## src/hw/rtl/cbd_pkg.sv

```systemverilog
`timescale 1ns / 1ps

package cbd_pkg;

  // Default largest stride the sample chain is built for
  localparam int MAX_STRIDE_DEF = 64;

  // Payload and register widths
  localparam int SAMPLE_W = 16;
  localparam int STRIDE_W = 7;
  localparam int CFG_DW   = 32;
  localparam int ADDR_W   = 3;

  // Register word index (byte address bits above the word offset)
  localparam logic [ADDR_W-3:0] REG_STRIDE = '0;

  localparam logic [STRIDE_W-1:0] STRIDE_RESET = STRIDE_W'(1);

  // Operation broadcast along the sample chain
  typedef struct packed {
    logic fill;   // load every cell with the new sample
    logic push;   // shift the window by one sample
  } chain_op_t;

endpackage

```

## src/hw/rtl/cbd_cell.sv

```systemverilog
`timescale 1ns / 1ps

module cbd_cell #(
  parameter int IDX = 0,
  parameter int EW  = 7
) (
  input  logic                          clk,
  input  cbd_pkg::chain_op_t            op,
  input  logic [cbd_pkg::SAMPLE_W-1:0]  x,
  input  logic [cbd_pkg::SAMPLE_W-1:0]  prev,
  input  logic [EW-1:0]                 entry,
  output logic [cbd_pkg::SAMPLE_W-1:0]  data
);

  localparam logic [EW-1:0] POS = EW'(IDX);

  logic [cbd_pkg::SAMPLE_W-1:0] data_r;

  // Cells from the entry point onward take part in the window; the entry
  // cell takes the new sample, the rest take their left neighbour's value.
  always_ff @(posedge clk) begin
    if (op.fill) begin
      data_r <= x;
    end else if (op.push && (POS >= entry)) begin
      data_r <= (POS == entry) ? x : prev;
    end
  end

  assign data = data_r;

endmodule

```

## src/hw/rtl/cbd_chain.sv

```systemverilog
`timescale 1ns / 1ps

module cbd_chain #(
  parameter int DEPTH = 127,
  parameter int EW    = 7
) (
  input  logic                          clk,
  input  cbd_pkg::chain_op_t            op,
  input  logic [cbd_pkg::SAMPLE_W-1:0]  x,
  input  logic [EW-1:0]                 entry,
  output logic [cbd_pkg::SAMPLE_W-1:0]  oldest
);

  logic [cbd_pkg::SAMPLE_W-1:0] cell_q [DEPTH];

  // Row of cells; the oldest sample of the window always sits in the last
  genvar k;
  generate
    for (k = 0; k < DEPTH; k++) begin : g_cell
      if (k == 0) begin : g_first
        cbd_cell #(.IDX(k), .EW(EW)) u_cell (
          .clk   (clk),
          .op    (op),
          .x     (x),
          .prev  (x),
          .entry (entry),
          .data  (cell_q[k])
        );
      end else begin : g_rest
        cbd_cell #(.IDX(k), .EW(EW)) u_cell (
          .clk   (clk),
          .op    (op),
          .x     (x),
          .prev  (cell_q[k-1]),
          .entry (entry),
          .data  (cell_q[k])
        );
      end
    end
  endgenerate

  assign oldest = cell_q[DEPTH-1];

endmodule

```

## src/hw/rtl/cbd_div.sv

```systemverilog
`timescale 1ns / 1ps

module cbd_div #(
  parameter int NW = 24,
  parameter int DW = 8
) (
  input  logic          clk,
  input  logic          rst_n,
  input  logic          start,
  input  logic [NW-1:0] dividend,
  input  logic [DW-1:0] divisor,
  output logic          done,
  output logic [NW-1:0] quotient
);

  localparam int CW = $clog2(NW + 1);

  logic [NW-1:0] num_r;
  logic [DW-1:0] rem_r;
  logic [CW-1:0] cnt_r;
  logic          done_r;

  logic [DW:0]   trial;
  logic [DW:0]   diff;
  logic          ge;

  // One restoring step: bring down the next dividend bit, try the subtract
  assign trial = {rem_r, num_r[NW-1]};
  assign ge    = trial >= {1'b0, divisor};
  assign diff  = trial - {1'b0, divisor};

  always_ff @(posedge clk) begin
    if (!rst_n) begin
      cnt_r  <= '0;
      done_r <= 1'b0;
    end else begin
      done_r <= 1'b0;
      if (start) begin
        num_r <= dividend;
        rem_r <= '0;
        cnt_r <= CW'(NW);
      end else if (cnt_r != '0) begin
        num_r <= {num_r[NW-2:0], ge};
        rem_r <= ge ? diff[DW-1:0] : trial[DW-1:0];
        cnt_r <= cnt_r - CW'(1);
        if (cnt_r == CW'(1)) begin
          done_r <= 1'b1;
        end
      end
    end
  end

  assign done     = done_r;
  assign quotient = num_r;

endmodule

```

## src/hw/rtl/centered_boxcar_decimator.sv

```systemverilog
`timescale 1ns / 1ps

// Centred boxcar decimator. Every stride-th sample (and the sample flagged
// last) yields the rounded-half-up mean of the 2*stride-1 samples centred
// on the kept index. Such a request keeps in_ready low until its result
// enters the output register: on the last sample first while the right edge
// of the window is padded with copies of it, then while the bit-per-cycle
// divider runs. Samples that keep no result leave in_ready high. The window
// lives in a row of 2*MAX_STRIDE-1 cells; a capture's first sample fills
// them all, giving the left-edge padding. A finished result sits in an
// output register, so the next sample can be taken while it waits. Writing
// the stride register (byte address 0, 0 acts as 1, values above MAX_STRIDE
// saturate) abandons any capture in progress.
module centered_boxcar_decimator #(
  parameter int MAX_STRIDE = cbd_pkg::MAX_STRIDE_DEF
) (
  input  logic                          clk,
  input  logic                          rst_n,

  input  logic                          in_valid,
  output logic                          in_ready,
  input  logic [cbd_pkg::SAMPLE_W-1:0]  in_sample,
  input  logic                          in_last,

  output logic                          out_valid,
  input  logic                          out_ready,
  output logic [cbd_pkg::SAMPLE_W-1:0]  out_average,
  output logic                          out_final_res,

  input  logic                          psel,
  input  logic                          penable,
  input  logic                          pwrite,
  input  logic [cbd_pkg::ADDR_W-1:0]    paddr,
  input  logic [cbd_pkg::CFG_DW-1:0]    pwdata,
  output logic [cbd_pkg::CFG_DW-1:0]    prdata,
  output logic                          pready
);

  localparam int SW    = $clog2(MAX_STRIDE + 1);
  localparam int WW    = $clog2(2 * MAX_STRIDE);
  localparam int DEPTH = 2 * MAX_STRIDE - 1;
  localparam int SUMW  = cbd_pkg::SAMPLE_W + WW;
  localparam int NW    = SUMW + 1;
  localparam int DW    = WW + 1;

  typedef enum logic [2:0] {
    ST_IDLE,
    ST_PAD,
    ST_START,
    ST_WAIT,
    ST_OUT
  } state_t;

  state_t                          state_r;
  logic [cbd_pkg::STRIDE_W-1:0]    stride_r;
  logic [SW-1:0]                   s_r;
  logic [WW-1:0]                   w_r;
  logic [WW-1:0]                   entry_r;
  logic                            started_r;
  logic [SW-1:0]                   phase_r;
  logic [SW-1:0]                   pad_r;
  logic [SUMW-1:0]                 sum_r;
  logic [cbd_pkg::SAMPLE_W-1:0]    x_r;
  logic                            fin_r;
  logic                            out_valid_r;
  logic [cbd_pkg::SAMPLE_W-1:0]    out_average_r;
  logic                            out_final_r;

  logic                            in_acc;
  logic                            reg_sel;
  logic                            cfg_wr;
  logic [SW-1:0]                   s_nxt;
  logic [WW-1:0]                   w_nxt;
  logic [SW:0]                     phase_inc;
  logic [SW-1:0]                   phase_nxt;
  logic                            kept;
  logic [SW-1:0]                   pad_cnt;
  logic [cbd_pkg::SAMPLE_W-1:0]    push_x;
  logic [cbd_pkg::SAMPLE_W-1:0]    oldest;
  logic [SUMW-1:0]                 push_sum;
  logic [SUMW-1:0]                 fill_sum;
  cbd_pkg::chain_op_t              op;
  logic                            div_done;
  logic [NW-1:0]                   quotient;
  logic [NW-1:0]                   dividend;

  assign in_acc = in_valid && in_ready;

  // Register port: one word, always ready
  assign reg_sel = paddr[cbd_pkg::ADDR_W-1:2] == cbd_pkg::REG_STRIDE;
  assign cfg_wr  = psel && penable && pwrite && pready && reg_sel;
  assign pready  = 1'b1;
  assign prdata  = reg_sel ? cbd_pkg::CFG_DW'(stride_r) : '0;

  // Effective stride and window length, settled when the register is written
  always_comb begin
    if (pwdata[cbd_pkg::STRIDE_W-1:0] == '0) begin
      s_nxt = SW'(1);
    end else if (int'(pwdata[cbd_pkg::STRIDE_W-1:0]) > MAX_STRIDE) begin
      s_nxt = SW'(MAX_STRIDE);
    end else begin
      s_nxt = SW'(pwdata[cbd_pkg::STRIDE_W-1:0]);
    end
    w_nxt = WW'((32'(s_nxt) << 1) - 32'd1);
  end

  // Phase bookkeeping for an accepted sample
  assign phase_inc = {1'b0, phase_r} + (SW+1)'(1);
  assign phase_nxt = !started_r ? '0 :
                     (phase_inc >= {1'b0, s_r}) ? '0 : phase_inc[SW-1:0];
  assign kept      = phase_nxt == (s_r - SW'(1));
  assign pad_cnt   = s_r - SW'(1) - phase_nxt;

  // Window update: drop the oldest sample, add the new one
  assign push_x   = (state_r == ST_PAD) ? x_r : in_sample;
  assign push_sum = sum_r - SUMW'(oldest) + SUMW'(push_x);
  assign fill_sum = SUMW'(in_sample) * SUMW'(w_r);

  // fill in the upper bit, push in the lower
  assign op = {in_acc && !started_r, (in_acc && started_r) || (state_r == ST_PAD)};

  cbd_chain #(.DEPTH(DEPTH), .EW(WW)) u_chain (
    .clk    (clk),
    .op     (op),
    .x      (push_x),
    .entry  (entry_r),
    .oldest (oldest)
  );

  // Rounded mean: (2*sum + w) / (2*w)
  assign dividend = {sum_r, 1'b0} + NW'(w_r);

  cbd_div #(.NW(NW), .DW(DW)) u_div (
    .clk      (clk),
    .rst_n    (rst_n),
    .start    (state_r == ST_START),
    .dividend (dividend),
    .divisor  ({w_r, 1'b0}),
    .done     (div_done),
    .quotient (quotient)
  );

  // Sequencer, window state and output register
  always_ff @(posedge clk) begin
    if (!rst_n) begin
      state_r     <= ST_IDLE;
      stride_r    <= cbd_pkg::STRIDE_RESET;
      s_r         <= SW'(1);
      w_r         <= WW'(1);
      entry_r     <= WW'(DEPTH - 1);
      started_r   <= 1'b0;
      phase_r     <= '0;
      out_valid_r <= 1'b0;
    end else begin
      // Output valid: set on a finished average, cleared once taken
      if ((state_r == ST_OUT) && (!out_valid_r || out_ready)) begin
        out_valid_r <= 1'b1;
      end else if (out_ready) begin
        out_valid_r <= 1'b0;
      end
      case (state_r)
        ST_IDLE: begin
          if (in_acc) begin
            x_r       <= in_sample;
            fin_r     <= in_last;
            phase_r   <= phase_nxt;
            sum_r     <= started_r ? push_sum : fill_sum;
            started_r <= !in_last;
            pad_r     <= pad_cnt;
            if (in_last) begin
              state_r <= (pad_cnt != '0) ? ST_PAD : ST_START;
            end else if (kept) begin
              state_r <= ST_START;
            end
          end
        end
        ST_PAD: begin
          sum_r <= push_sum;
          pad_r <= pad_r - SW'(1);
          if (pad_r == SW'(1)) begin
            state_r <= ST_START;
          end
        end
        ST_START: begin
          state_r <= ST_WAIT;
        end
        ST_WAIT: begin
          if (div_done) begin
            state_r <= ST_OUT;
          end
        end
        ST_OUT: begin
          if (!out_valid_r || out_ready) begin
            out_average_r <= quotient[cbd_pkg::SAMPLE_W-1:0];
            out_final_r   <= fin_r;
            state_r       <= ST_IDLE;
          end
        end
        default: begin
          state_r <= ST_IDLE;
        end
      endcase
      // A stride write abandons the capture in progress
      if (cfg_wr) begin
        stride_r  <= pwdata[cbd_pkg::STRIDE_W-1:0];
        s_r       <= s_nxt;
        w_r       <= w_nxt;
        entry_r   <= WW'(DEPTH) - w_nxt;
        started_r <= 1'b0;
        phase_r   <= '0;
      end
    end
  end

  assign in_ready      = state_r == ST_IDLE;
  assign out_valid     = out_valid_r;
  assign out_average   = out_average_r;
  assign out_final_res = out_final_r;

endmodule

```

## config.mk

```make
export PLATFORM = sky130hd
export DESIGN_NAME = centered_boxcar_decimator
export DESIGN_NICKNAME = d
export VERILOG_FILES = /design/src/hw/rtl/cbd_pkg.sv /design/src/hw/rtl/cbd_cell.sv /design/src/hw/rtl/cbd_chain.sv /design/src/hw/rtl/cbd_div.sv /design/src/hw/rtl/centered_boxcar_decimator.sv
export SDC_FILE = /design/constraint.sdc
export NUM_CORES = 2
export LEC_CHECK = 0
export BUFFER_PORTS_ARGS = -buffer_cell sky130_fd_sc_hd__buf_2
export CORE_AREA = 2 2 414 498
export DETAILED_ROUTE_END_ITERATION = 12
export DIE_AREA = 0 0 416 500
export PLACE_DENSITY = 0.69
export SYNTH_ARGS = -nofsm -noshare
export SYNTH_HDL_FRONTEND = slang
export SYNTH_HIERARCHICAL = 1
export SYNTH_SLANG_ARGS = --single-unit
```

## constraint.sdc

```tcl
create_clock -name clk -period 26.7 [get_ports clk]
set_input_delay 2.67 -clock clk [delete_from_list [all_inputs] [get_ports clk]]
set_output_delay 2.67 -clock clk [all_outputs]
set_load 0.005 [all_outputs]
```

==> impl_metrics.ini <==
[status]
status = completed

[timing]
hold_slack_ns = 0.423
fin_skew_ns = 0.0401
fin_setup_tns_ns = 0
setup-violations-final = 0
worstMarginPinSlew_ns = 1.17
finalHoldViolations = 0
max_freq_mhz = 146
fin_crit_sh = 0.256
rsz0062_at_grt = no
period_needed_ns = 6.84
slew_headroom = 0.216
slew_viol_final = 0

[yosys]
synth-edff-count = 2128
ys_warn_count = 6
synth_top_area_frac = 0.575
netlist_instances = 6282
async_reset_ff_frac = 0
synth_flop_cell = edfxtp_1
syn_avg_cell_area_um2 = 17.7
yosysMostFrequentCell = edfxtp_1
netlist_area_mm2 = 0.111
yosysUniqueCellTypes = 109
ys_ff_latch = 2171
yosysSeqAreaShare = 0.583
yosysTopAreaCell = edfxtp_1
yosys-top-cells-count = 2128 x edfxtp_1, 1260 x mux2_4, 794 x mux2_2, 277 x inv_1, 191 x nand2_1
synthTopCellsByArea = edfxtp_1 57%, mux2_4 17%, mux2_2 8.0%, a41oi_4 1.9%, fa_1 1.6%

[cts]
insertion_delay_ns = 0.86
ctsResizeCount = 0
hold_buffers = 0
cts_sinks = 2171
cts_tree = done
cts_setup_buffers = 0
cts.htree.levels = 4
clk_pin_slew_worst_paths_ns = 0.06
clock-root-buffer = clkbuf_16
clockBufferDepth = 3
cts_buffers = 210

[floorplan]
io_pins = 111
die_w_um = 416
rows = 182
die_y_um = 500
start_util = 0.545
core_mm2 = 0.204
die_area_mm2 = 0.208

[final_layout]
nNetsFinal = 6880
stdcell_count = 9474
area_growth_pct = 8.59
drive_gt1_frac = 0.417

[routing]
drcViolationCount = 0
ant_nets = 0
vias_per_cell = 5.79
drt_wl_total_mm = 208
num_vias = 54862
drt_iter0_drc = 3556
dr.pass1.iters = 5
routedWlPerCell_um = 22.0

[power]
ir_worst_vdd_uv = 65.3
power_density_mw_per_mm2 = 97.4
p_leak_nw = 46.5

[critical_path]
critPathMaxFanout = 8
crit_required_ns = 27.30
cp.arrival_ns = 7.43
critPathLaunchType = input port
endpoint_kind = register
crit_type = input port to register

[global_routing]
antenna_found_initial = 1
grt_pass1_wl_mm = 332
grt_overflow = 0
grt_max_degree = 137
grtUsageTotal = 0.200
grt_pass1_vias = 56980

[placement]
dp.cells = 9085
hpwlAfterDp_mm = 123
place_congestion = 0.847
numPortBuffers = 57

[hold_path]
hp-class = register to register

[flow_run]
maxCapViolations = 0
power by group:
part	switching (mW)	internal (mW)
combinational	1.71	1.80
sequential	0.271	5.06
clock	1.28	1.64
critical path, cell delays in order:
cell,delay [ns]
buf_2,0.17
and2_1,0.20
fa_1,0.54
inv_1,0.05
fa_1,0.48
inv_1,0.05
fa_1,0.48
inv_1,0.05
fa_1,0.48
inv_1,0.05
ha_1,0.36
a21oi_1,0.08
o21ai_0,0.38
a211oi_1,0.11
o31ai_1,0.33
nand3_1,0.18
a31oi_1,0.23
nor2_1,0.07
or4_1,0.47
layout make-up:
cell class                 count  area (um^2)
inverter                     277         1120
tap                         2668         3340
sequential                  2171        64800
antenna                        1         2.50
multi-input combinational   3848        43900
timing repair buffer         122          827
clock buffer                 259         5530
clock inverter               128         1240
fill                       14955        83100
kinds of logic after synthesis:
kind of cell | Yosys count | synth area share
multiplexers | 2067 | 0.252
other | 2 | 0.0000676
AND/OR/NAND/NOR | 714 | 0.0453
adder cells (fa/ha/maj) | 191 | 0.0274
flip-flops | 2171 | 0.583
AO/OA/AOI/OAI | 590 | 0.0564
XOR/XNOR | 80 | 0.00630
buffers and inverters | 467 | 0.0302
cell usage in the layout (no fill, tap or decap), types with 29 or more instances in the layout:
cell          n
o21ai_0      80
clkinv_2     35
ha_1        103
fa_1         88
nand2_1     191
nand3_1      47
conb_1      206
nor4b_4      29
mux2_2      794
nor2_1      130
inv_1       261
buf_2        57
edfxtp_1   2128
a21oi_1     101
nand2b_1     29
clkbuf_1     43
a21o_1       67
xnor2_1      57
clkbuf_16   213
a31o_2       52
and2_1       37
buf_4        60
a41oi_4      75
dfxtp_1      37
clkinv_1     48
mux2_4     1260
per-layer routing:
layer,global-route usage,wire [um],up-vias,share of wire
met1,0.264,90300,28382,0.43
met3,0.0269,8210,335,0.039
li1,-,-,25071,-
met2,0.340,103000,1074,0.50
met5,0,0,-,0
met4,0.0666,6380,0,0.031
through the flow:
| stage | total power [mW] | utilization | setup slack, ns | cell area, um^2 |
|---|---|---|---|---|
| after floorplan | 8.54 | - | 3.49 | 112000 |
| after global placement | 8.79 | 0.559 | 19.03 | 114000 |
| after CTS | 11.9 | 0.592 | 19.93 | 121000 |
| after global routing | 12.3 | 0.592 | 19.71 | 121000 |
| final | 11.8 | 0.592 | 19.86 | 121000 |
| after detailed placement | 8.89 | 0.559 | 19.03 | 114000 |
path summary, 6_finish.rpt:
path                                     startpoint                 endpoint  slack [ns]  depth (start not counted)
worst max-delay path                   in_sample[5]      sum_r[21]$_DFFE_PP_       19.86                         19
worst min-delay path                fin_r$_DFFE_PP_  out_final_res$_DFFE_PP_        0.42                          0
worst max register to register  w_r[1]$_SDFFE_PN0P_      sum_r[21]$_DFFE_PP_       20.95                         17
worst min register to register      fin_r$_DFFE_PP_  out_final_res$_DFFE_PP_        0.42                          0
state kept, by name, summed over array words and instances, names as in the netlist, 8 cells and up:
| name | count |
|---|---|
| u_chain/g_cell.g_rest.u_cell/data | 2016 |
| u_div/quotient | 24 |
| sum_r | 23 |
| out_average | 16 |
| u_chain/g_cell.g_first.u_cell/data | 16 |
| x_r | 16 |
| u_div/rem_r | 8 |
Power figures use the tool's default switching activity.
